[config.mk]
export PLATFORM = sky130hd
export DESIGN_NAME = bmprle_span_gen
export DESIGN_NICKNAME = d
export VERILOG_FILES = /design/src/rtl/bmp_rle_span_decoder_assert.svh /design/src/rtl/bmprle_pkg.sv /design/src/rtl/bmprle_span_gen.sv
export SDC_FILE = /design/constraint.sdc
export NUM_CORES = 1
export LEC_CHECK = 0
export BUFFER_PORTS_ARGS = -buffer_cell sky130_fd_sc_hd__clkbuf_2
export CAP_MARGIN = 20
export CORE_MARGIN = 4
export CORE_UTILIZATION = 37
export DETAILED_ROUTE_END_ITERATION = 8
export GPL_TIMING_DRIVEN = 0
export PLACE_DENSITY = 0.59
export SYNTH_ARGS = -nofsm -noshare
export SYNTH_HDL_FRONTEND = slang
export SYNTH_SLANG_ARGS = --single-unit
[constraint.sdc]
create_clock -name i_clk -period 9.2 [get_ports i_clk]
set_input_delay 1.84 -clock i_clk [delete_from_list [all_inputs] [get_ports i_clk]]
set_output_delay 1.84 -clock i_clk [all_outputs]
set_load 0.01 [all_outputs]
[src/rtl/bmp_rle_span_decoder_assert.svh]
// Assertion macros shared by the span decoder RTL.
`ifndef BMP_RLE_SPAN_DECODER_ASSERT_SVH
`define BMP_RLE_SPAN_DECODER_ASSERT_SVH

// Same-cycle implication, disabled while reset is active.
`define BRSD_ASSERT_NOW(label, clk, rst_n, ante, cons, msg) \
    label: assert property (@(posedge clk) disable iff (!rst_n) (ante) |-> (cons)) \
        else $error(msg);

// Next-cycle implication, disabled while reset is active.
`define BRSD_ASSERT_NXT(label, clk, rst_n, ante, cons, msg) \
    label: assert property (@(posedge clk) disable iff (!rst_n) (ante) |=> (cons)) \
        else $error(msg);

`endif

[src/rtl/bmprle_pkg.sv]
// Shared constants and types for the BMP RLE span decoder.
package bmprle_pkg;

    localparam int PALETTE_DEPTH_DEF = 256;
    localparam int POS_W             = 17;
    localparam logic [POS_W-1:0] POS_MAX = '1;
    localparam logic [15:0] MIN_WIDTH    = 16'd8;
    localparam logic [7:0]  NIBBLE_MASK  = 8'h0f;

    // Transaction opcodes
    localparam logic [1:0] OP_LOAD_PAL  = 2'd0;
    localparam logic [1:0] OP_BYTE      = 2'd1;
    localparam logic [1:0] OP_NEW_IMAGE = 2'd2;

    // Escape codes following a zero command byte
    localparam logic [7:0] ESC_EOL   = 8'd0;
    localparam logic [7:0] ESC_EOB   = 8'd1;
    localparam logic [7:0] ESC_DELTA = 8'd2;

    // Configuration register indexes
    localparam logic [1:0] CFG_WIDTH  = 2'd0;
    localparam logic [1:0] CFG_HEIGHT = 2'd1;
    localparam logic [1:0] CFG_MODE   = 2'd2;

    typedef enum logic [2:0] {
        SG_PIXELS,
        SG_EOL,
        SG_DX,
        SG_DY,
        SG_EOB,
        SG_CLEAR
    } t_sg_kind;

    typedef struct packed {
        logic     vld;
        t_sg_kind kind;
        logic [7:0] count;
        logic [7:0] value;
    } t_sg_cmd;

endpackage

[src/rtl/bmprle_span_gen.sv]
// Span sequencer: position counters, row wrap, and the result register.
module bmprle_span_gen import bmprle_pkg::*; (
    input  logic        i_clk,
    input  logic        i_rst_n,
    input  t_sg_cmd     i_cmd,
    input  logic [23:0] i_colour_a,
    input  logic [23:0] i_colour_b,
    input  logic [15:0] i_image_width,
    input  logic [15:0] i_image_height,
    output logic        o_busy,
    input  logic        i_out_ready,
    output logic        o_out_valid,
    output logic [15:0] o_row,
    output logic [15:0] o_start_column,
    output logic [7:0]  o_span_length,
    output logic [23:0] o_first_colour,
    output logic [23:0] o_second_colour,
    output logic        o_end_of_bitmap,
    output logic        o_last
);

    logic             r_busy, n_busy;
    logic             r_eob, n_eob;
    logic [7:0]       r_rem, n_rem;
    logic [POS_W-1:0] r_col, n_col;
    logic [POS_W-1:0] r_row, n_row;
    logic             r_par, n_par;
    logic [23:0]      r_ca, n_ca, r_cb, n_cb;

    logic             r_ovld, n_ovld;
    logic [15:0]      r_orow, n_orow, r_ocol, n_ocol;
    logic [7:0]       r_olen, n_olen;
    logic [23:0]      r_oc1, n_oc1, r_oc2, n_oc2;
    logic             r_oeob, n_oeob, r_olast, n_olast;

    logic [15:0]      w_eff;
    logic [POS_W-1:0] w_lim, h_lim;
    logic             row_out, col_wrap, out_free, wrap_last;
    logic [POS_W-1:0] room, row_inc;
    logic [7:0]       len, rem_next;
    logic [POS_W:0]   col_add, row_add;

    assign w_eff    = (i_image_width < MIN_WIDTH) ? MIN_WIDTH : i_image_width;
    assign w_lim    = {1'b0, w_eff};
    assign h_lim    = {1'b0, i_image_height};
    assign row_out  = r_row >= h_lim;
    assign col_wrap = r_col >= w_lim;
    assign room     = w_lim - r_col;
    assign len      = (room < {{(POS_W-8){1'b0}}, r_rem}) ? room[7:0] : r_rem;
    assign rem_next = r_rem - len;
    assign row_inc  = (r_row == POS_MAX) ? r_row : r_row + 1'b1;
    assign wrap_last = row_inc >= h_lim;
    assign out_free = !r_ovld || i_out_ready;
    assign col_add  = {1'b0, r_col} + {{(POS_W-7){1'b0}}, i_cmd.value};
    assign row_add  = {1'b0, r_row} + {{(POS_W-7){1'b0}}, i_cmd.value};

    always_comb begin
        n_busy  = r_busy;
        n_eob   = r_eob;
        n_rem   = r_rem;
        n_col   = r_col;
        n_row   = r_row;
        n_par   = r_par;
        n_ca    = r_ca;
        n_cb    = r_cb;
        n_ovld  = r_ovld && !i_out_ready;
        n_orow  = r_orow;
        n_ocol  = r_ocol;
        n_olen  = r_olen;
        n_oc1   = r_oc1;
        n_oc2   = r_oc2;
        n_oeob  = r_oeob;
        n_olast = r_olast;
        if (i_cmd.vld) begin
            unique case (i_cmd.kind)
                SG_PIXELS: begin
                    n_busy = i_cmd.count != 8'd0;
                    n_eob  = 1'b0;
                    n_rem  = i_cmd.count;
                    n_ca   = i_colour_a;
                    n_cb   = i_colour_b;
                    n_par  = 1'b0;
                end
                SG_EOL: begin
                    n_col = '0;
                    n_row = row_inc;
                end
                SG_DX: begin
                    n_col = col_add[POS_W] ? POS_MAX : col_add[POS_W-1:0];
                end
                SG_DY: begin
                    n_row = row_add[POS_W] ? POS_MAX : row_add[POS_W-1:0];
                end
                SG_EOB: begin
                    n_busy = 1'b1;
                    n_eob  = 1'b1;
                end
                SG_CLEAR: begin
                    n_col = '0;
                    n_row = '0;
                end
                default: begin
                end
            endcase
        end else if (r_busy) begin
            if (r_eob) begin
                if (out_free) begin
                    n_ovld  = 1'b1;
                    n_orow  = r_row[15:0];
                    n_ocol  = r_col[15:0];
                    n_olen  = 8'd0;
                    n_oc1   = 24'd0;
                    n_oc2   = 24'd0;
                    n_oeob  = 1'b1;
                    n_olast = 1'b1;
                    n_busy  = 1'b0;
                end
            end else if (row_out) begin
                n_busy = 1'b0;
            end else if (col_wrap) begin
                n_col = '0;
                n_row = row_inc;
            end else if (out_free) begin
                n_ovld = 1'b1;
                n_orow = r_row[15:0];
                n_ocol = r_col[15:0];
                n_olen = len;
                n_oc1  = r_par ? r_cb : r_ca;
                n_oc2  = r_par ? r_ca : r_cb;
                n_oeob = 1'b0;
                n_par  = r_par ^ len[0];
                n_rem  = rem_next;
                if (rem_next == 8'd0) begin
                    n_col   = r_col + {{(POS_W-8){1'b0}}, len};
                    n_busy  = 1'b0;
                    n_olast = 1'b1;
                end else begin
                    // Span hit the right edge: wrap now, stop if the next row is off the image.
                    n_col   = '0;
                    n_row   = row_inc;
                    n_olast = wrap_last;
                    n_busy  = !wrap_last;
                end
            end
        end
    end

    always_ff @(posedge i_clk) begin
        if (!i_rst_n) begin
            r_busy <= 1'b0;
            r_eob  <= 1'b0;
            r_rem  <= 8'd0;
            r_col  <= '0;
            r_row  <= '0;
            r_par  <= 1'b0;
            r_ovld <= 1'b0;
        end else begin
            r_busy <= n_busy;
            r_eob  <= n_eob;
            r_rem  <= n_rem;
            r_col  <= n_col;
            r_row  <= n_row;
            r_par  <= n_par;
            r_ovld <= n_ovld;
        end
        r_ca    <= n_ca;
        r_cb    <= n_cb;
        r_orow  <= n_orow;
        r_ocol  <= n_ocol;
        r_olen  <= n_olen;
        r_oc1   <= n_oc1;
        r_oc2   <= n_oc2;
        r_oeob  <= n_oeob;
        r_olast <= n_olast;
    end

    assign o_busy          = r_busy;
    assign o_out_valid     = r_ovld;
    assign o_row           = r_orow;
    assign o_start_column  = r_ocol;
    assign o_span_length   = r_olen;
    assign o_first_colour  = r_oc1;
    assign o_second_colour = r_oc2;
    assign o_end_of_bitmap = r_oeob;
    assign o_last          = r_olast;

endmodule

After elaboration in Yosys (flattened, before gate mapping)

Cells that the tools add are included.

Eq/ne operators: 16
Multiply operators: 0
$add $sub $neg: 6
Mux-type cells: 85
Shifts and indexed selects: 0
Bitwise logic cells: 2
Reductions and logical operators: 20
Magnitude comparators: 5
Div/mod/pow operators: 0

Operator list:

| operator                                                               | number |
|---|---|
| 17-bit 2-to-1 mux                                                      | 17 |
| 24-bit 2-to-1 mux                                                      | 11 |
| 16-bit 2-to-1 mux                                                      | 9 |
| 8-bit 2-to-1 mux                                                       | 13 |
| 17-bit by 16-bit >= comparator with 1-bit output                       | 3 |
| 17-bit one-hot mux with 3 select lines                                 | 1 |
| 17-bit by 8-bit adder with 18-bit output                               | 2 |
| 17-bit one-hot mux with 2 select lines                                 | 1 |
| 1-bit 2-to-1 mux                                                       | 31 |
| 17-bit by 1-bit adder with 17-bit output (second input constant)       | 1 |
| 17-bit by 8-bit adder with 17-bit output                               | 1 |
| 17-bit == test (second input constant)                                 | 1 |
| 17-bit by 8-bit < comparator with 1-bit output                         | 1 |
| 16-bit by 17-bit subtractor with 17-bit output                         | 1 |
| 16-bit by 4-bit < comparator with 1-bit output (second input constant) | 1 |
| 6-bit AND reduction                                                    | 2 |
| 2-bit inequality test (second input constant)                          | 5 |
| 5-bit AND reduction                                                    | 2 |
| 8-bit logical NOT                                                      | 1 |
| 8-bit nonzero test                                                     | 1 |
| 8-bit subtractor                                                       | 1 |
| 3-bit by 2-bit == test with 1-bit output (second input constant)       | 2 |
| 3-bit == test (second input constant)                                  | 2 |
| 2-bit nonzero test                                                     | 3 |
| 17 further kinds                                                       | 21 |

RAM bits: 0
Memory bits (read-only): 0
Word-level logic and storage cells: 150
Flip-flop bits (word level): 184
Memories kept: 0
Output and inout bits: 92
Bits in latches: 0

Logic depth before layout (Yosys ltp)

Depth in word-level cells: 14
Depth in mapped cells: 33

Worst setup path before layout

Ideal clock, no wire load.

Path type: input to register
Start point: input i_image_width[12]
End point: register r_oeob, in the netlist o_end_of_bitmap (enable)
Arrival: 8.032 ns
Setup time: 0.539 ns
Cell stages on the path: 14
Setup slack: 0.629 ns
Data required time: 8.661 ns
Path through: nor4_1 nand4_1 and2_1 ha_1 nand3_1 a21oi_1 o21a_1 nor2_1 o21ai_1 a21oi_1 or2_2 nor3_1 o21ai_0 nor2_1

Cells in the longest elaborated chain, start to end: 5

RTL lines:

| item                                                 | line                   | source |
|---|---|---|
| start, declared                                      | bmprle_span_gen.sv:8   | `input logic [15:0] i_image_width,` |
| 16-bit by 4-bit < comparator with 1-bit output       | bmprle_span_gen.sv:43  | `assign w_eff = (i_image_width < MIN_WIDTH) ? MIN_WIDTH : i_image_width;` |
| 16-bit 2-to-1 mux (*)                                | bmprle_span_gen.sv:43  |  |
| 17-bit by 16-bit >= comparator with 1-bit output (*) | bmprle_span_gen.sv:47  | `assign col_wrap = r_col >= w_lim;` |
| 2-bit inequality test (no line) (*)                  | n/a                    |  |
| 5-bit AND reduction (no line) (*)                    | n/a                    |  |
| end signal, assigned                                 | bmprle_span_gen.sv:173 | `r_oeob <= n_oeob;` |
| end, declared                                        | bmprle_span_gen.sv:34  | `logic r_oeob, n_oeob, r_olast, n_olast;` |

Every way passes the cells marked *; elsewhere a longest branch is shown, timed or not.
A chain may end at the register's enable or synchronous reset.

Worst setup path after layout

Start point: input i_image_width[12]
End point: register r_row[12]

Cells in the longest elaborated chain, start to end: 9
Elaborated cells on any way between the ends: 16
Those cells by class: add/sub: 2; order compare: 3; eq/ne: 1; mux: 7; reduce/logical: 3

RTL lines:

| item                                               | line                   | source |
|---|---|---|
| 16-bit by 4-bit < comparator with 1-bit output     | bmprle_span_gen.sv:43  |  |
| 16-bit 2-to-1 mux (*)                              | bmprle_span_gen.sv:43  |  |
| 16-bit by 17-bit subtractor with 17-bit output (*) | bmprle_span_gen.sv:48  | `assign room = w_lim - r_col;` |
| 17-bit by 8-bit < comparator with 1-bit output     | bmprle_span_gen.sv:49  | `assign len = (room < {{(POS_W-8){1'b0}}, r_rem}) ? room[7:0] : r_rem;` |
| 8-bit 2-to-1 mux (*)                               | bmprle_span_gen.sv:49  |  |
| via len[0]                                         | bmprle_span_gen.sv:40  | `logic [7:0] len, rem_next;` |
| 8-bit subtractor (*)                               | bmprle_span_gen.sv:50  | `assign rem_next = r_rem - len;` |
| 8-bit logical NOT (*)                              | bmprle_span_gen.sv:133 | `if (rem_next == 8'd0) begin` |
| 3-bit inequality test (no line) (*)                | n/a                    |  |
| 6-bit AND reduction (no line) (*)                  | n/a                    |  |
| end signal, assigned                               | bmprle_span_gen.sv:162 | `r_row <= n_row;` |
| end, declared                                      | bmprle_span_gen.sv:26  | `logic [POS_W-1:0] r_row, n_row;` |

Mark *: on every way through the listed nets, which the timed path passes. The rest lies on a longest branch. The select of a mux whose other input is x is not followed.

==> results.toml <==
[run_status]
status = "completed"

[timing]
finalHoldViolCount = 0
maxSlewViolCount = 0
setup_viol = 0
period_share = 0.940
relSlewSlack = 0.445
timing.final.crit_period_ns = 8.65
worst-slew-pin-transition_ns = 0.833
fmax_mhz = 116
fin_skew_ns = 0.0136

[hold_path]
min-delay-path-class = "reg -> reg"
worst_hold_path.num_cells = 0

[critical_path]
critical_path_arrival_ns = 8.97
reg2regPathDepth = 29
crit_slowest_cell = "o41ai_4"
critPathMostFrequentCell = "ha_1"
worst_ep_required_time_ns = 9.53
timing_worst_setup_path_type = "in -> reg"
cp_num_cells = 33
setup.worst_path.start_class = "primary input"
cp_slowest_stage_delay_ns = 0.56
r2r_setup_slack_ns = 2.10
cp_capture_type = "register"
crit_path_max_fanout = 10
worst-path-buf-inv = 5
critPathTopFamily = "compound AO/OA/AOI/OAI gates"

[global_routing]
pin_count_of_the_biggest_net_entering_global_routing = 27
grt_first_pass_wirelength_um = 52200
gr-usage-all-layers = 0.194
grt_pass1_vias = 9519
gr-total-overflow = 0
grt_antenna_before_repair = 1

[power]
max-vdd-ir-drop_v = 0.000124
fin_total_pwr_mw = 2.03
cellLeakagePower_nw = 5.40
power.density_cell_area_nw_per_um2 = 148

[synth]
syn_avg_cell_area_um2 = 9.75
synth_cell_types = 78
synth_fp_nets = 1375
synth_area_um2 = 11500
synth-edff-count = 138
yosys_warnings = 0
yosysSeqAreaShare = 0.440
ys.flop_type = "edfxtp_1"
syn_inst = 1181
yosys_register_bits = 184
synth_async_sr_flop_share = 0

[final_layout]
most-common-layout-cells = "clkbuf_2 (194), edfxtp_1 (138), nor2_1 (103)"
post_route_cells_drive_above_1_share = 0.192
post-route-cell-area_um2 = 13700
area.growth.synth_to_final_pct = 19.1
design.final.nets = 1594
layout_commonest_cell = "clkbuf_2"

[cts]
max-clock-path-buffers = 2
clk_root_buffer_cell = "clkbuf_16"
cts_tree = "done"
cts_htree_levels = 4
cts_made_buffers = 17
clock_slew_seen_by_the_registers_of_the_worst_setup_and_hold_paths_ns = 0.07
clock_insertion_delay_worst_skew_ns = 0.44
cts_hold_buf = 0
tritoncts_num_sinks = 184

[drt]
dr_total_vias = 9870
wirelength_um = 33800
detail_route.vias_per_cell = 5.45
drt_first_iter_violations = 666
ant_nets = 0
wl_per_cell_um = 18.7
detail_route.first_pass.iterations = 7
drc_errors = 0

[placement]
detailed_place.area_um2 = 13100
hpwl_um = 26400
port_buffers = 194
gp_routability_congestion = 0.933

[floorplanning]
width_of_the_die_um = 184
std_cell_core_area_um2 = 30700
num_rows = 64
fp.dieArea_um2 = 34000
ios = 195
fp.dieH_um = 184
effective_utilization_at_floorplan = 0.375

[job]
cap_viol_max_count = 0
layer usage:
metal,global-route usage,wire length (um),part of all wire,vias up
met5,0,0,0,-
met1,0.268,15200,0.45,4678
met4,0.0577,823,0.024,0
li1,-,-,-,4790
met3,0.0304,2140,0.063,54
met2,0.317,15600,0.46,348
worst register-to-register path: cells and delay by family (launching register included):
kind	cells	cell delay, ns
compound gates	13	2.88
fa+ha+maj	5	1.56
simple gates	6	1.05
buf+inv	4	0.71
flops	1	0.48
mux	1	0.31
state kept, by name (all words and copies together) (netlist names), 8 cells and up:
| register | count |
|---|---|
| o_row | 16 |
| o_start_column | 16 |
| r_col | 17 |
| o_second_colour | 24 |
| o_first_colour | 24 |
| r_cb | 24 |
| r_rem | 8 |
| r_ca | 24 |
| o_span_length | 8 |
| r_row | 17 |
cell type report:
type | count | area, um^2
diodes | 1 | 2.50
plain buffers | 62 | 249
clock buffers | 18 | 429
clock inverters | 14 | 138
fillers | 2977 | 16900
inverters | 81 | 304
multi-input cells | 854 | 5960
flip-flops and latches | 184 | 5060
well taps | 396 | 495
repair buffers | 200 | 1080
synthesized netlist by cell type (all sizes together), types with 16 or more instances:
| library cell | number | area share |
|---|---|---|
| ha | 86 | 0.093 |
| o21ai | 73 | 0.032 |
| nor2b | 19 | 0.010 |
| nand2 | 76 | 0.025 |
| dfxtp | 46 | 0.080 |
| inv | 81 | 0.026 |
| nor2 | 105 | 0.034 |
| clkbuf | 53 | 0.017 |
| a21oi | 100 | 0.045 |
| xnor2 | 34 | 0.027 |
| nor3 | 20 | 0.0087 |
| nand3 | 47 | 0.020 |
| edfxtp | 138 | 0.36 |
| a21o | 16 | 0.010 |
| a211oi | 16 | 0.011 |
| mux2i | 53 | 0.046 |
metrics by stage:
stage          hold WS [ns]   util  worst slack (ns)  instances  TNS, ns
6_report              0.429  0.447             0.554       1810        0
2_1_floorplan         0.406      -             0.629       1181        0
3_5_place_dp          0.416  0.427            -0.416       1775    -9.83
4_1_cts               0.432  0.445            0.0188       1807        0
3_3_place_gp          0.412  0.423             -1.90       1771  -177.13
5_1_grt               0.441  0.447           -0.0309       1810  -0.0415
repair_timing:
item / 4_1_cts / 5_1_grt
gates resized for setup: 0 / 10
buffers inserted: 0 / 2
setup endpoints to repair: 0 / 36
path summary, 6_finish.rpt:
path / start / end
worst max-delay path: i_image_width[12] / r_row[12]
worst min-delay path: r_col[8] / o_start_column[8]
worst max register to register: r_col[1] / r_row[12]
worst min register to register: r_col[8] / o_start_column[8]
where the power goes:
| part | internal [mW] | leakage [nW] | switching (mW) | total [mW] |
|---|---|---|---|---|
| clock | 0.359 | 0.276 | 0.360 | 0.719 |
| combinational | 0.152 | 3.51 | 0.228 | 0.380 |
| sequential | 0.912 | 1.62 | 0.0173 | 0.930 |
cell families after synthesis:
kind of cell	synth area share
muxes	0.0480
xor gates and xnor gates	0.0384
DFF	0.440
AOI/OAI and AO/OA	0.180
and+or+nand+nor	0.141
buffers and inverters	0.0478
adders and majority gates	0.105
Power figures use the tool's default switching activity.
