$ cat src/rtl/bmp_rle_span_decoder_assert.svh
// Assertion macros shared by the span decoder RTL.
`ifndef BMP_RLE_SPAN_DECODER_ASSERT_SVH
`define BMP_RLE_SPAN_DECODER_ASSERT_SVH

// Same-cycle implication, disabled while reset is active.
`define BRSD_ASSERT_NOW(label, clk, rst_n, ante, cons, msg) \
    label: assert property (@(posedge clk) disable iff (!rst_n) (ante) |-> (cons)) \
        else $error(msg);

// Next-cycle implication, disabled while reset is active.
`define BRSD_ASSERT_NXT(label, clk, rst_n, ante, cons, msg) \
    label: assert property (@(posedge clk) disable iff (!rst_n) (ante) |=> (cons)) \
        else $error(msg);

`endif

$ cat src/rtl/bmprle_pkg.sv
// Shared constants and types for the BMP RLE span decoder.
package bmprle_pkg;

    localparam int PALETTE_DEPTH_DEF = 256;
    localparam int POS_W             = 17;
    localparam logic [POS_W-1:0] POS_MAX = '1;
    localparam logic [15:0] MIN_WIDTH    = 16'd8;
    localparam logic [7:0]  NIBBLE_MASK  = 8'h0f;

    // Transaction opcodes
    localparam logic [1:0] OP_LOAD_PAL  = 2'd0;
    localparam logic [1:0] OP_BYTE      = 2'd1;
    localparam logic [1:0] OP_NEW_IMAGE = 2'd2;

    // Escape codes following a zero command byte
    localparam logic [7:0] ESC_EOL   = 8'd0;
    localparam logic [7:0] ESC_EOB   = 8'd1;
    localparam logic [7:0] ESC_DELTA = 8'd2;

    // Configuration register indexes
    localparam logic [1:0] CFG_WIDTH  = 2'd0;
    localparam logic [1:0] CFG_HEIGHT = 2'd1;
    localparam logic [1:0] CFG_MODE   = 2'd2;

    typedef enum logic [2:0] {
        SG_PIXELS,
        SG_EOL,
        SG_DX,
        SG_DY,
        SG_EOB,
        SG_CLEAR
    } t_sg_kind;

    typedef struct packed {
        logic     vld;
        t_sg_kind kind;
        logic [7:0] count;
        logic [7:0] value;
    } t_sg_cmd;

endpackage

$ cat src/rtl/bmprle_parser.sv
// Byte stream parser: command/escape/absolute phases, issues span commands.
module bmprle_parser import bmprle_pkg::*; (
    input  logic       i_clk,
    input  logic       i_rst_n,
    input  logic       i_accept,
    input  logic [1:0] i_opcode,
    input  logic [7:0] i_stream_byte,
    input  logic       i_rle_mode,
    output logic       o_rd_en,
    output logic [7:0] o_rd_addr_a,
    output logic [7:0] o_rd_addr_b,
    output t_sg_cmd    o_cmd
);

    typedef enum logic [2:0] {
        PH_CMD,
        PH_RUNVAL,
        PH_ESC,
        PH_DX,
        PH_DY,
        PH_ABS,
        PH_PAD,
        PH_DONE
    } t_phase;

    t_phase     r_phase, n_phase;
    logic [7:0] r_pending, n_pending;
    logic       r_pad, n_pad;
    t_sg_cmd    r_cmd, n_cmd;

    logic [7:0] b;
    logic [7:0] take;
    logic [7:0] b_inc;
    logic [7:0] pend_left;

    assign b     = i_stream_byte;
    assign b_inc = b + 8'd1;
    assign take  = (r_pending >= 8'd2) ? 8'd2 : r_pending;

    assign o_rd_en     = i_accept && (i_opcode == OP_BYTE);
    assign o_rd_addr_a = i_rle_mode ? {4'h0, b[7:4]} : b;
    assign o_rd_addr_b = i_rle_mode ? (b & NIBBLE_MASK) : b;

    always_comb begin
        n_phase     = r_phase;
        n_pending   = r_pending;
        n_pad       = r_pad;
        n_cmd.vld   = 1'b0;
        n_cmd.kind  = SG_PIXELS;
        n_cmd.count = r_pending;
        n_cmd.value = b;
        pend_left   = r_pending;
        if (i_accept) begin
            unique case (i_opcode)
                OP_NEW_IMAGE: begin
                    n_phase    = PH_CMD;
                    n_pending  = 8'd0;
                    n_pad      = 1'b0;
                    n_cmd.vld  = 1'b1;
                    n_cmd.kind = SG_CLEAR;
                end
                OP_BYTE: begin
                    unique case (r_phase)
                        PH_CMD: begin
                            if (b == 8'd0) begin
                                n_phase = PH_ESC;
                            end else begin
                                n_pending = b;
                                n_phase   = PH_RUNVAL;
                            end
                        end
                        PH_RUNVAL: begin
                            n_cmd.vld   = 1'b1;
                            n_cmd.kind  = SG_PIXELS;
                            n_cmd.count = r_pending;
                            n_pending   = 8'd0;
                            n_phase     = PH_CMD;
                        end
                        PH_ESC: begin
                            unique case (b)
                                ESC_EOL: begin
                                    n_cmd.vld  = 1'b1;
                                    n_cmd.kind = SG_EOL;
                                    n_phase    = PH_CMD;
                                end
                                ESC_EOB: begin
                                    n_cmd.vld  = 1'b1;
                                    n_cmd.kind = SG_EOB;
                                    n_phase    = PH_DONE;
                                end
                                ESC_DELTA: begin
                                    n_phase = PH_DX;
                                end
                                default: begin
                                    // Pad when the run holds an odd number of data bytes.
                                    n_pending = b;
                                    n_pad     = i_rle_mode ? b_inc[1] : b[0];
                                    n_phase   = PH_ABS;
                                end
                            endcase
                        end
                        PH_DX: begin
                            n_cmd.vld  = 1'b1;
                            n_cmd.kind = SG_DX;
                            n_phase    = PH_DY;
                        end
                        PH_DY: begin
                            n_cmd.vld  = 1'b1;
                            n_cmd.kind = SG_DY;
                            n_phase    = PH_CMD;
                        end
                        PH_ABS: begin
                            n_cmd.vld  = 1'b1;
                            n_cmd.kind = SG_PIXELS;
                            if (i_rle_mode) begin
                                n_cmd.count = take;
                                pend_left   = r_pending - take;
                            end else begin
                                n_cmd.count = 8'd1;
                                pend_left   = (r_pending != 8'd0) ? r_pending - 8'd1 : 8'd0;
                            end
                            n_pending = pend_left;
                            if (pend_left == 8'd0) begin
                                n_phase = r_pad ? PH_PAD : PH_CMD;
                                n_pad   = 1'b0;
                            end
                        end
                        PH_PAD: begin
                            n_phase = PH_CMD;
                        end
                        PH_DONE: begin
                            n_phase = PH_DONE;
                        end
                        default: begin
                            n_phase = PH_CMD;
                        end
                    endcase
                end
                default: begin
                end
            endcase
        end
    end

    always_ff @(posedge i_clk) begin
        if (!i_rst_n) begin
            r_phase   <= PH_CMD;
            r_pending <= 8'd0;
            r_pad     <= 1'b0;
            r_cmd.vld <= 1'b0;
        end else begin
            r_phase   <= n_phase;
            r_pending <= n_pending;
            r_pad     <= n_pad;
            r_cmd     <= n_cmd;
        end
    end

    assign o_cmd = r_cmd;

endmodule

$ cat config.mk
export PLATFORM = sky130hd
export DESIGN_NAME = bmprle_parser
export DESIGN_NICKNAME = d
export VERILOG_FILES = /design/src/rtl/bmp_rle_span_decoder_assert.svh /design/src/rtl/bmprle_pkg.sv /design/src/rtl/bmprle_parser.sv
export SDC_FILE = /design/constraint.sdc
export NUM_CORES = 1
export LEC_CHECK = 0
export ABC_AREA = 1
export BUFFER_PORTS_ARGS = -buffer_cell sky130_fd_sc_hd__buf_2
export CORE_UTILIZATION = 49
export CTS_CLUSTER_DIAMETER = 30
export DETAILED_ROUTE_END_ITERATION = 8
export PLACE_DENSITY_LB_ADDON = 0.3
export SETUP_SLACK_MARGIN = 0.2
export SLEW_MARGIN = 10
export SYNTH_ARGS = -nofsm -noshare
export SYNTH_HDL_FRONTEND = slang
export SYNTH_SLANG_ARGS = --single-unit
export TNS_END_PERCENT = 20
$ cat constraint.sdc
create_clock -name i_clk -period 2.2 [get_ports i_clk]
set_input_delay 0.66 -clock i_clk [delete_from_list [all_inputs] [get_ports i_clk]]
set_output_delay 0.66 -clock i_clk [all_outputs]
set_load 0.005 [all_outputs]
# [After elaboration in Yosys (flattened, before gate mapping)]
# Cells that the tools add are included.
# Widths: inputs -> output; s select.
[classes] magnitude_cmp=1 div=0 add_sub_neg=3 n_shift=0 muxes=30 reduce_logical=13 n_mul=0 eq_ne=16 n_bitwise=0
[ops] operator="$mux 8" count=14
[ops] operator="$pmux 8 s4" count=1
[ops] operator="$pmux 3 s6" count=1
[ops] operator="$logic_not 8->1" count=2
[ops] operator="$pmux 4 s2" count=2
[ops] operator="$pmux 4 s4" count=1
[ops] operator="$pmux 8 s2" count=1
[ops] operator="$eq 3x3->1 const B" count=4
[ops] operator="$reduce_and 5->1" count=2
[ops] operator="$ne 3x3->1 const B" count=3
[ops] operator="$pmux 3 s3" count=1
[ops] operator="$eq 8x1->1 const B" count=1
[ops] operator="$eq 8x2->1 const B" count=1
[ops] operator="$ge 8x2->1 const B" count=1
[ops] operator="$reduce_bool 8->1" count=1
[ops] operator="$sub 8x1->8 const B" count=1
[ops] operator="$sub 8x8->8" count=1
[ops] operator="$eq 3x2->1 const B" count=2
[ops] operator="$mux 3" count=2
[ops] operator="$pmux 3 s2" count=1
[ops] operator="$reduce_or 3->1" count=2
[ops] operator="$ne 5x1->1 const B" count=1
[ops] operator="$pmux 1 s2" count=2
[ops] operator="$eq 3x1->1 const B" count=1
[ops] operator="other kinds (12)" count=14
[word_totals] memories=0 regBits=32 latchBits=0 word_cells=70 mem_bits_ro=0 input_bits=14 out_inout_bits=37 mem_bits_rw=0

# [Longest topological paths before layout]
# Gate-level depths: netlist of run 1.
[depth] depth_word=11 ltp_mapped=22 mapped_depth_nobuf=22

# [Least setup slack after synthesis of run 1]
# OpenSTA, ideal clock, no wires.
[synth_timing] path_kind="register to register" startpoint="reg r_pending[0]" endpoint="reg r_phase[2]" slack_ns=0.039 stages_incl_launch_ff=22 t_required_ns=2.085 setup_time_ns=0.115 synth_period_minus_slack_ns=2.161 arrival_ns=2.047 n_path_buf=0 cell_sequence="dfxtp_1 -> inv_1 -> ha_1 -> inv_1 -> nand2_1 -> nor2_4 -> nand2_4 -> nand2_1 -> ha_1 -> inv_1 -> nand2_1 -> a21oi_1 -> o21ai_1 -> nand2_1 -> inv_1 -> nand3_1 -> nor2_1 -> nand2_1 -> nand2_2 -> nand2_2 -> o21ai_1 -> nor2_1"
[synth_via] elab_chain_len=10 elab_cells_between_ends=13 classes_between="2 x add/sub; 1 x order compare; 1 x eq/ne; 6 x mux; 3 x reduce/logical"
[synth_rtl] element="start: declaration" line_no="bmprle_parser.sv:27" text="logic [7:0] r_pending, n_pending;"
[synth_rtl] element="start signal: assignment" line_no="bmprle_parser.sv:153" text="r_pending <= n_pending;"
[synth_rtl] element="$ge 8x2->1" line_no="bmprle_parser.sv:38" text="assign take = (r_pending >= 8'd2) ? 8'd2 : r_pending;"
[synth_rtl] element="$mux 8" line_no="bmprle_parser.sv:38"
[synth_rtl] element="$sub 8x8->8" line_no="bmprle_parser.sv:117" text="pend_left = r_pending - take;"
[synth_rtl] element="$mux 8 *" line_no="bmprle_parser.sv:115" text="if (i_rle_mode) begin"
[synth_rtl] element="$mux 8 *" line_no="bmprle_parser.sv:63" text="unique case (r_phase)"
[synth_rtl] element="$mux 8 *" line_no="bmprle_parser.sv:54" text="unique case (i_opcode)"
[synth_rtl] element="$mux 8 *" line_no="bmprle_parser.sv:53" text="if (i_accept) begin"
[synth_rtl] element="$logic_not 8->1 *" line_no="bmprle_parser.sv:123" text="if (pend_left == 8'd0) begin"
[synth_rtl] element="$ne 3x3->1 (no line) *"
[synth_rtl] element="$reduce_and 3->1 (no line) *"
[synth_rtl] element="end signal: assignment" line_no="bmprle_parser.sv:152" text="r_phase <= n_phase;"
[synth_rtl] element="end: declaration" line_no="bmprle_parser.sv:26" text="t_phase r_phase, n_phase;"
# Mark *: on every way between the ends. The rest lies on a longest branch, timed or not. The select of a mux whose other input is x is not followed.
# A chain may end at the register's enable or synchronous reset.

# [Worst setup path after layout of run 1]
# Same ends and word-level chain as after synthesis.

==> results.tsv, run 1 <==
metric	value	unit
leakage	0.00143	uW
CP startpoint kind	register	
maximum clock rate	0.477	GHz
Initial DRT Pass Iterations	4	
post-route cell area	2990	um^2
Synthesized Nets	323	
worst-case clock skew	0.0102	ns
most common cell after layout, fill and taps aside	nand2_1	
multi-input logic area	1260	um^2
DRT met1 WL	2.56	mm
Mapped Area	2280	um^2
Post-DP Area	2770	um^2
Yosys reg bits	32	
Core Area	4410	um^2
arrival time worst endpoint	2.28	ns
Port Buffers	50	
largest family of logic cells by synthesized area	simple AND/OR/NAND/NOR gates	
CTS tree	built	
Root Buffer	clkbuf_8	
Adder-Cell Fraction of Synth Area	0.0439	
HPWL after DPL	4.37	mm
type of the most critical hold path	register to register	
Routability Congestion	0.939	
Iteration-0 DRC Markers	166	
RSZ-0062 raised after global routing	true	
DRT Wirelength	6.03	mm
CP required	2.39	ns
most frequent cells in the layout	nand2_1, buf_2, buf_4	
biggest area consumer among synthesized cells	edfxtp_1	
largest net degree at the start of global routing	21	
Tcrit/Tclk final	0.952	
multiplexer share of the synthesized area	0	
Die X	70.2	um
count of cell types in the netlist	36	
all-layer global routing usage	0.250	
Final Hold Violating Endpoints	0	
status	finished, final reports clean	
flip-flop and latch area	833	um^2
R2R cell count	21	
Post-Syn Instances	301	
Top Ports	51	
first-pass GRT wire length	9.67	mm
CP endpoint kind	register	
DR WL/cell	13.9	um
Chip Height	70.2	um
Max clock buf depth	2	
clk slew on worst S/H paths	0.08	ns
Mapped Avg Cell Area	7.57	um^2
YS warnings	0	
sequential element share of the synthesized area	0.364	
Finished Core Util	0.677	
DR DRC count	0	
fin cells	435	
Starting Density	0.516	
setup TNS	0	ns
CTS Sinks	32	
DR vias/cell	5.30	
Area growth, synth to finish	31.1	%
clock buffer count from CTS	5	
Synth Area in XOR/XNOR	0.0115	
GRT overflow	0	
final worst path period need	2.10	ns
Hold Buf Count CTS	0	
pwr dens	559	nW/um^2
Yosys top cell area share	0.250	
final setup fails	0	
filler instances	364	
Worst IR Drop VDD	0.280	mV
critical path type	register to register	
Antenna Diode Count	0	
antenna violations before repair	0	
DRT antenna net count	0	
Worst Hold Path Cells	4	
max_cap viols	0	
Total Die Area	4930	um^2
max layer used	met4	
worst skew pair latency	0.29	ns
H-tree Lvls	2	
Worst Path Max Fanout	6	
FP Rows	24	
Synth area leaders	edfxtp_1, dfxtp_1, nand2_1	
Compound-Gate Fraction of Synth Area	0.126	
vias in the first global route	2053	
Final Max Tran Viols	0	
wire length on met3	470	um
share of layout cells above drive strength 1	0.418	
final net count	404	
placed cell count	426	
via count	2305	
simple-gate portion of the synthesized area	0.326	
met2 wire length	2.88	mm
-- kinds of logic (layout without fill, tap and decap cells) --
| logic type | after synthesis | after routing |
|---|---|---|
| adders and majority gates | 8 | 8 |
| DFF | 32 | 32 |
| buffers and inverters | 60 | 142 |
| xor gates and xnor gates | 3 | 3 |
| and+or+nand+nor | 147 | 147 |
| other | 1 | 1 |
| AOI/OAI and AO/OA | 50 | 50 |
-- flip-flops by register name, indices dropped and copies added (netlist names) --
name	flops
r_pending	8
r_pad	1
o_cmd	20
r_phase	3
-- layout make-up --
class,instances,area share
clock buffer,6,0.0243
inverter,46,0.0603
clock inverter,2,0.0117
tap,52,0.0218
multi-input combinational,209,0.422
sequential,32,0.279
timing repair buffer,88,0.181
-- worst paths after layout --
check | from | end | slack, ns
max reg2reg | r_pending[0] | r_phase[2] | 0.10
max | r_pending[0] | r_phase[2] | 0.10
min reg2reg | r_pad | r_pad | 0.54
min | r_pad | r_pad | 0.54
-- synth_stat cells --
library cell / n
nand4_4: 1
a21oi_1: 21
o21ai_1: 3
buf_6: 2
inv_4: 2
inv_2: 7
nand2_4: 1
clkinv_1: 1
inv_1: 36
xor2_1: 3
buf_4: 9
nor2_4: 8
nand3b_1: 1
conb_1: 1
a22oi_1: 1
nand3_1: 19
o21a_1: 1
a21oi_4: 1
nor3_1: 3
a31oi_1: 2
o21ai_2: 3
clkbuf_1: 2
nor2_8: 1
nor2_1: 36
dfxtp_1: 13
o22ai_1: 5
nand4_1: 7
nand2_1: 58
o21ai_0: 13
ha_1: 8
clkbuf_8: 1
nor3_2: 1
nand2_2: 7
edfxtp_1: 19
nand3_2: 2
nor2_2: 2
-- stage by stage --
step / setup WS [ns] / hold slack, ns / total power, uW
2_1_floorplan: 0.105 / 0.472 / 930
3_3_place_gp: -0.0555 / 0.517 / 1070
3_5_place_dp: -0.0635 / 0.530 / 1070
4_1_cts: 0.110 / 0.543 / 1640
5_1_grt: -0.0376 / 0.572 / 1750
6_report: 0.105 / 0.541 / 1670
-- routing by layer --
metal  vias to the layer above  track usage
li1                       1133            -
met4                         0       0.0889
met2                       116        0.396
met3                        12       0.0548
met5                         -            0
met1                      1044        0.335
-- power by group --
group	switching (uW)	internal [uW]
Sequential	13.0	666
Combinational	246	179
Clock	230	336
-- worst max-delay path, stage by stage, from the launching register on --
cell     delay, ns
dfxtp_2       0.33
inv_2         0.05
ha_4          0.15
inv_2         0.04
nand2_2       0.06
nor2_4        0.11
nand2_4       0.07
nand2_4       0.08
ha_4          0.15
inv_4         0.04
nand3_2       0.07
nand2_1       0.06
nand3_1       0.06
nand2_1       0.07
inv_2         0.06
nand3_2       0.07
nor2_2        0.12
nand2_2       0.07
nand2_4       0.09
nand2_2       0.07
o21ai_2       0.12
nor2_1        0.05
-- timing repair --
item	CTS	global route
setup endpoints to repair	6	16
pin swaps	12	8
setup buffers	1	0
resized for setup	12	22
cloned	0	0
Power figures use the tool's default switching activity.
==> run 2, diff against run 1 <==
--- a/config.mk
+++ b/config.mk
@@ -7,6 +7,7 @@
 export LEC_CHECK = 0
 export ABC_AREA = 1
 export BUFFER_PORTS_ARGS = -buffer_cell sky130_fd_sc_hd__buf_2
+export CAP_MARGIN = 25
 export CORE_UTILIZATION = 49
 export CTS_CLUSTER_DIAMETER = 30
 export DETAILED_ROUTE_END_ITERATION = 8
==> constraint.sdc (replaced) <==
create_clock -name i_clk -period 1.9 [get_ports i_clk]
set_input_delay 0.57 -clock i_clk [delete_from_list [all_inputs] [get_ports i_clk]]
set_output_delay 0.57 -clock i_clk [all_outputs]
set_load 0.005 [all_outputs]
==> run 2 against run 1 <==
Final area grew 8.4%. Critical path type unchanged. Via count grew 6.9%. Largest power group unchanged. Clock skew shrank 0.0056 ns. Global-route usage grew 1.5 points. Critical endpoint unchanged. Sequential share of layout area shrank 2.2 points. Routed wire length grew 7.1%. Critical path depth is the same. The run now ends with negative setup slack left.
==> results.tsv, run 2 (synthesis gave the netlist of run 1 again) <==
metric	value	unit
Sw Share	0.297	
Switch Pwr	595	uW
DRT antenna net count	0	
Chip Height	70.2	um
leakage	0.00154	uW
Port Buffers	50	
Max clock buf depth	2	
DR DRC count	0	
clk slew on worst S/H paths	0.07	ns
critical path type	register to register	
met2 wire length	3.01	mm
antenna violations before repair	0	
clock buffer count from CTS	5	
final setup fails	7	
arrival time worst endpoint	2.34	ns
type of the most critical hold path	input port to register	
fin cells	453	
first-pass GRT wire length	10.3	mm
post-route cell area	3240	um^2
DR WL/cell	14.3	um
wire length on met3	606	um
CTS Sinks	32	
Hold Buf Count CTS	0	
Tcrit/Tclk final	1.13	
DR vias/cell	5.44	
most common cell after layout, fill and taps aside	buf_4	
Min Hold Slack	0.468	ns
Post-DP Area	2950	um^2
failing checks	negative setup slack	
vias in the first global route	2264	
share of layout cells above drive strength 1	0.479	
Core Area	4410	um^2
DRT Wirelength	6.46	mm
maximum clock rate	0.466	GHz
Area growth, synth to finish	42.2	%
status	finished with violations	
CP endpoint kind	register	
Die X	70.2	um
Finished Core Util	0.734	
final net count	422	
most frequent cells in the layout	buf_4, nand2_1, buf_2	
worst-case clock skew	0.00452	ns
Root Buffer	clkbuf_8	
final worst path period need	2.15	ns
pre-CTS WS	-0.322	ns
worst skew pair latency	0.29	ns
part of the power in combinational logic	0.279	
pwr dens	619	nW/um^2
max FFs per register	20	
CTS tree	built	
Starting Density	0.516	
sequential share of power	0.393	
flip-flop and latch area	833	um^2
RSZ-0062 raised after global routing	true	
post-route worst setup slack	-0.247	ns
Initial DRT Pass Iterations	5	
FP Rows	24	
Clock power frac	0.328	
H-tree Lvls	2	
max layer used	met4	
Total Die Area	4930	um^2
via count	2465	
Worst Path Max Fanout	6	
Antenna Diode Count	0	
CP required	2.09	ns
Routability Congestion	0.918	
placed cell count	442	
all-layer global routing usage	0.266	
filler instances	331	
max_cap viols	0	
HPWL after DPL	4.72	mm
largest net degree at the start of global routing	24	
Worst IR Drop VDD	0.392	mV
Final Hold Violating Endpoints	0	
DRT met1 WL	2.60	mm
Top Ports	51	
Iteration-0 DRC Markers	139	
GRT overflow	0	
Final Max Tran Viols	0	
multi-input logic area	1340	um^2
CP startpoint kind	register	
Int Pwr	1410	uW
-- run 2: what timing repair did --
action                     CTS  global route
setup endpoints to repair   24            24
pin swaps                   22            19
setup buffers                2             1
hold endpoints to repair     0             0
gates resized for setup     35            15
cloned                       0             0
-- run 2: critical path: stages (launching register included) --
cell	delay, ns
dfxtp_2	0.34
inv_2	0.05
ha_4	0.14
inv_2	0.04
nand2_2	0.05
nor2_4	0.12
nand2_4	0.06
nand2_4	0.06
ha_4	0.14
inv_4	0.04
nand2_4	0.06
a21oi_2	0.05
o21ai_1	0.09
nand2_1	0.09
inv_2	0.07
nand3_2	0.08
nor2_2	0.11
nand2_1	0.09
nand2_4	0.10
nand2_2	0.07
o21ai_1	0.11
nor2_1	0.05
-- run 2: power by group through the flow --
stage               logic [uW]  clock network (uW)  registers, uW
CTS                        525                 658            787
global placement           472                   0            801
floorplan                  277                   0            808
detailed placement         481                   0            802
global route               609                 689            791
finish                     560                 657            787
-- run 2: metal layers --
layer / up-vias / global-route usage
li1: 1171 / -
met1: 1113 / 0.327
met2: 150 / 0.446
met3: 31 / 0.0606
met4: 0 / 0.111
met5: - / 0
-- run 2: worst paths after layout --
kind	from	endpoint	slack [ns]	cells after the start
worst min register to register	r_phase[0]	r_phase[0]	0.53	2
worst max-delay path	r_pending[0]	r_phase[2]	-0.25	21
worst max register to register	r_pending[0]	r_phase[2]	-0.25	21
worst min-delay path	i_stream_byte[4]	o_cmd[4]	0.47	1
-- run 2: final cells by class --
cell class	instances	share of cell area
Sequential cell	32	0.257
Clock buffer	6	0.0224
Multi-Input combinational cell	209	0.414
Inverter	46	0.0587
Timing Repair Buffer	106	0.217
Tap cell	52	0.0201
Clock inverter	2	0.0108
-- run 2: through the flow --
step	total power, uW	TNS [ns]
finish	2010	-1.05
global route	2090	-1.68
CTS	1970	-0.727
detailed placement	1280	-2.71
global placement	1270	-2.16
floorplan	1080	0
==> run 3, diff against run 2 <==
--- a/config.mk
+++ b/config.mk
@@ -8,12 +8,12 @@
 export ABC_AREA = 1
 export BUFFER_PORTS_ARGS = -buffer_cell sky130_fd_sc_hd__buf_2
 export CAP_MARGIN = 25
+export CORE_MARGIN = 5
 export CORE_UTILIZATION = 49
 export CTS_CLUSTER_DIAMETER = 30
 export DETAILED_ROUTE_END_ITERATION = 8
 export PLACE_DENSITY_LB_ADDON = 0.3
 export SETUP_SLACK_MARGIN = 0.2
-export SLEW_MARGIN = 10
 export SYNTH_ARGS = -nofsm -noshare
 export SYNTH_HDL_FRONTEND = slang
 export SYNTH_SLANG_ARGS = --single-unit
==> constraint.sdc (replaced) <==
create_clock -name i_clk -period 1.9 [get_ports i_clk]
set_input_delay 0.38 -clock i_clk [delete_from_list [all_inputs] [get_ports i_clk]]
set_output_delay 0.38 -clock i_clk [all_outputs]
set_load 0.005 [all_outputs]
==> run 3 against run 2 <==
The run still ends with negative setup slack left. Non-clock buffer count shrank 2. Critical endpoint is now r_phase[0]. Register-to-register slack better by 0.07 ns. Largest cell class unchanged. Fmax increased by 3.2%. Flip-flop and latch count is the same. Total power is 2.9% lower. Sequential share of layout area up 1.1 points. Clock skew increased by 0.0062 ns. Routed wire length shrank 6.3%. Clock power fell by 1%.
==> results.tsv, run 3 (synthesis gave the netlist of run 1 again) <==
metric	value	unit
RSZ-0062 raised after global routing	true	
via count	2282	
Hold Buf Count CTS	0	
share of layout cells above drive strength 1	0.441	
Clock power frac	0.333	
CP top delay family	simple AND/OR/NAND/NOR gates	
FP Rows	24	
sequential share of power	0.404	
Switch Pwr	559	uW
Iteration-0 DRC Markers	175	
Top Ports	51	
CP endpoint kind	register	
DR WL/cell	13.4	um
Root Buffer	clkbuf_8	
filler instances	365	
Total Power	1950	uW
all-layer global routing usage	0.200	
CTS tree	built	
critical path's largest stage delay	0.37	ns
DR DRC count	0	
final net count	420	
pwr dens	624	nW/um^2
critical path type	register to register	
maximum clock rate	0.481	GHz
GRT overflow	0	
HPWL after DPL	4.71	mm
max_cap viols	0	
final setup fails	6	
Sw Share	0.287	
DRT antenna net count	0	
Final Hold Violating Endpoints	0	
antenna violations before repair	0	
type of the most critical hold path	input port to register	
Worst path slowest cell	dfxtp_4	
Area growth, synth to finish	36.7	%
status	finished with violations	
Tcrit/Tclk final	1.10	
Critical path buffers and inverters	3	
DR vias/cell	5.06	
Chip Height	78.2	um
Worst Path Max Fanout	8	
final worst path period need	2.08	ns
Worst IR Drop VDD	0.318	mV
Initial DRT Pass Iterations	4	
CTS Sinks	32	
max FFs per register	20	
Routability Congestion	0.878	
Finished Core Util	0.701	
DRT Wirelength	6.06	mm
H-tree Lvls	2	
Starting Density	0.513	
CP startpoint kind	register	
failing checks	negative setup slack	
first-pass GRT wire length	9.73	mm
Int Pwr	1390	uW
Antenna Diode Count	0	
Port Buffers	50	
pre-CTS WS	-0.237	ns
post-route cell area	3120	um^2
worst skew pair latency	0.29	ns
clock buffer count from CTS	5	
Final Max Tran Viols	0	
vias in the first global route	2104	
part of the power in combinational logic	0.263	
fin cells	451	
most frequent cells in the layout	buf_4, nand2_1, buf_2	
leakage	0.00151	uW
Post-DP Area	2890	um^2
clk slew on worst S/H paths	0.07	ns
post-route worst setup slack	-0.181	ns
most common cell after layout, fill and taps aside	buf_4	
worst-case clock skew	0.0107	ns
Max clock buf depth	2	
crit-path most repeated cell	nand3_1	
CP cell instances	buf_4, inv_2, buf_4, ha_4, nand2_2, nor2_4, a21oi_4, nand3_1, nand3_1, nor2_1, nand2_1, nand2_2, nand3_1, nand2_1, a21oi_1	
placed cell count	439	
largest net degree at the start of global routing	20	
arrival time worst endpoint	2.29	ns
CP required	2.11	ns
Total Die Area	6120	um^2
Die X	78.2	um
Core Area	4440	um^2
## run 3: cell types whose count changed in the layout (fill, tap and decap cells not counted), moves of 4 or more
cell	delta
buf_2	+4
inv_1	+5
nor2_1	+8
nor2_2	-5
## run 3: timing repair
item                                    CTS  global route
setup buffers                             2             2
endpoints found under the setup margin   13            12
resized for setup                        12            14
pin swaps                                12            16
## run 3: per-stage QoR
stage          TNS, ns  hold slack (ns)
6_report        -0.982            0.306
5_1_grt          -2.37            0.285
4_1_cts         -0.755            0.292
3_5_place_dp     -1.42            0.519
3_3_place_gp    -0.795            0.515
2_1_floorplan        0            0.472
## run 3: per-layer routing
metal,GRT usage,up-vias,wire length [um],share of wire
met4,0.0804,0,87,0.014
met1,0.260,1031,2700,0.45
met5,0,-,0,0
met2,0.324,74,2820,0.47
met3,0.0435,7,448,0.074
li1,-,1170,-,-
## run 3: path summary, 6_finish.rpt
kind                    start         end  slack, ns  cells after the start
min          i_stream_byte[4]    o_cmd[4]       0.31                      1
max              r_pending[1]  r_phase[0]      -0.18                     15
min reg2reg             r_pad       r_pad       0.54                      4
max reg2reg      r_pending[1]  r_phase[0]      -0.18                     15
## run 3: area by class of cell
class,instances,area (um^2),area share
Inverter,46,180,0.0578
Tap cell,52,65.1,0.0209
Timing Repair Buffer,104,656,0.210
Clock buffer,6,72.6,0.0233
Sequential cell,32,836,0.268
Multi-Input combinational cell,209,1270,0.408
Clock inverter,2,35.0,0.0112
## run 3: power by group through the flow
stage | sequential (uW) | clock, uW | combinational, uW
2_1_floorplan | 808 | 0 | 275
3_3_place_gp | 801 | 0 | 455
3_5_place_dp | 802 | 0 | 464
4_1_cts | 787 | 659 | 485
5_1_grt | 789 | 690 | 564
6_report | 786 | 648 | 512
## run 3: worst reg2reg max path, stage by stage (launching register included)
cell,delay (ns)
dfxtp_4,0.37
buf_4,0.11
inv_2,0.03
buf_4,0.15
ha_4,0.16
nand2_2,0.08
nor2_4,0.04
a21oi_4,0.25
nand3_1,0.18
nand3_1,0.12
nor2_1,0.05
nand2_1,0.07
nand2_2,0.11
nand3_1,0.10
nand2_1,0.05
a21oi_1,0.13
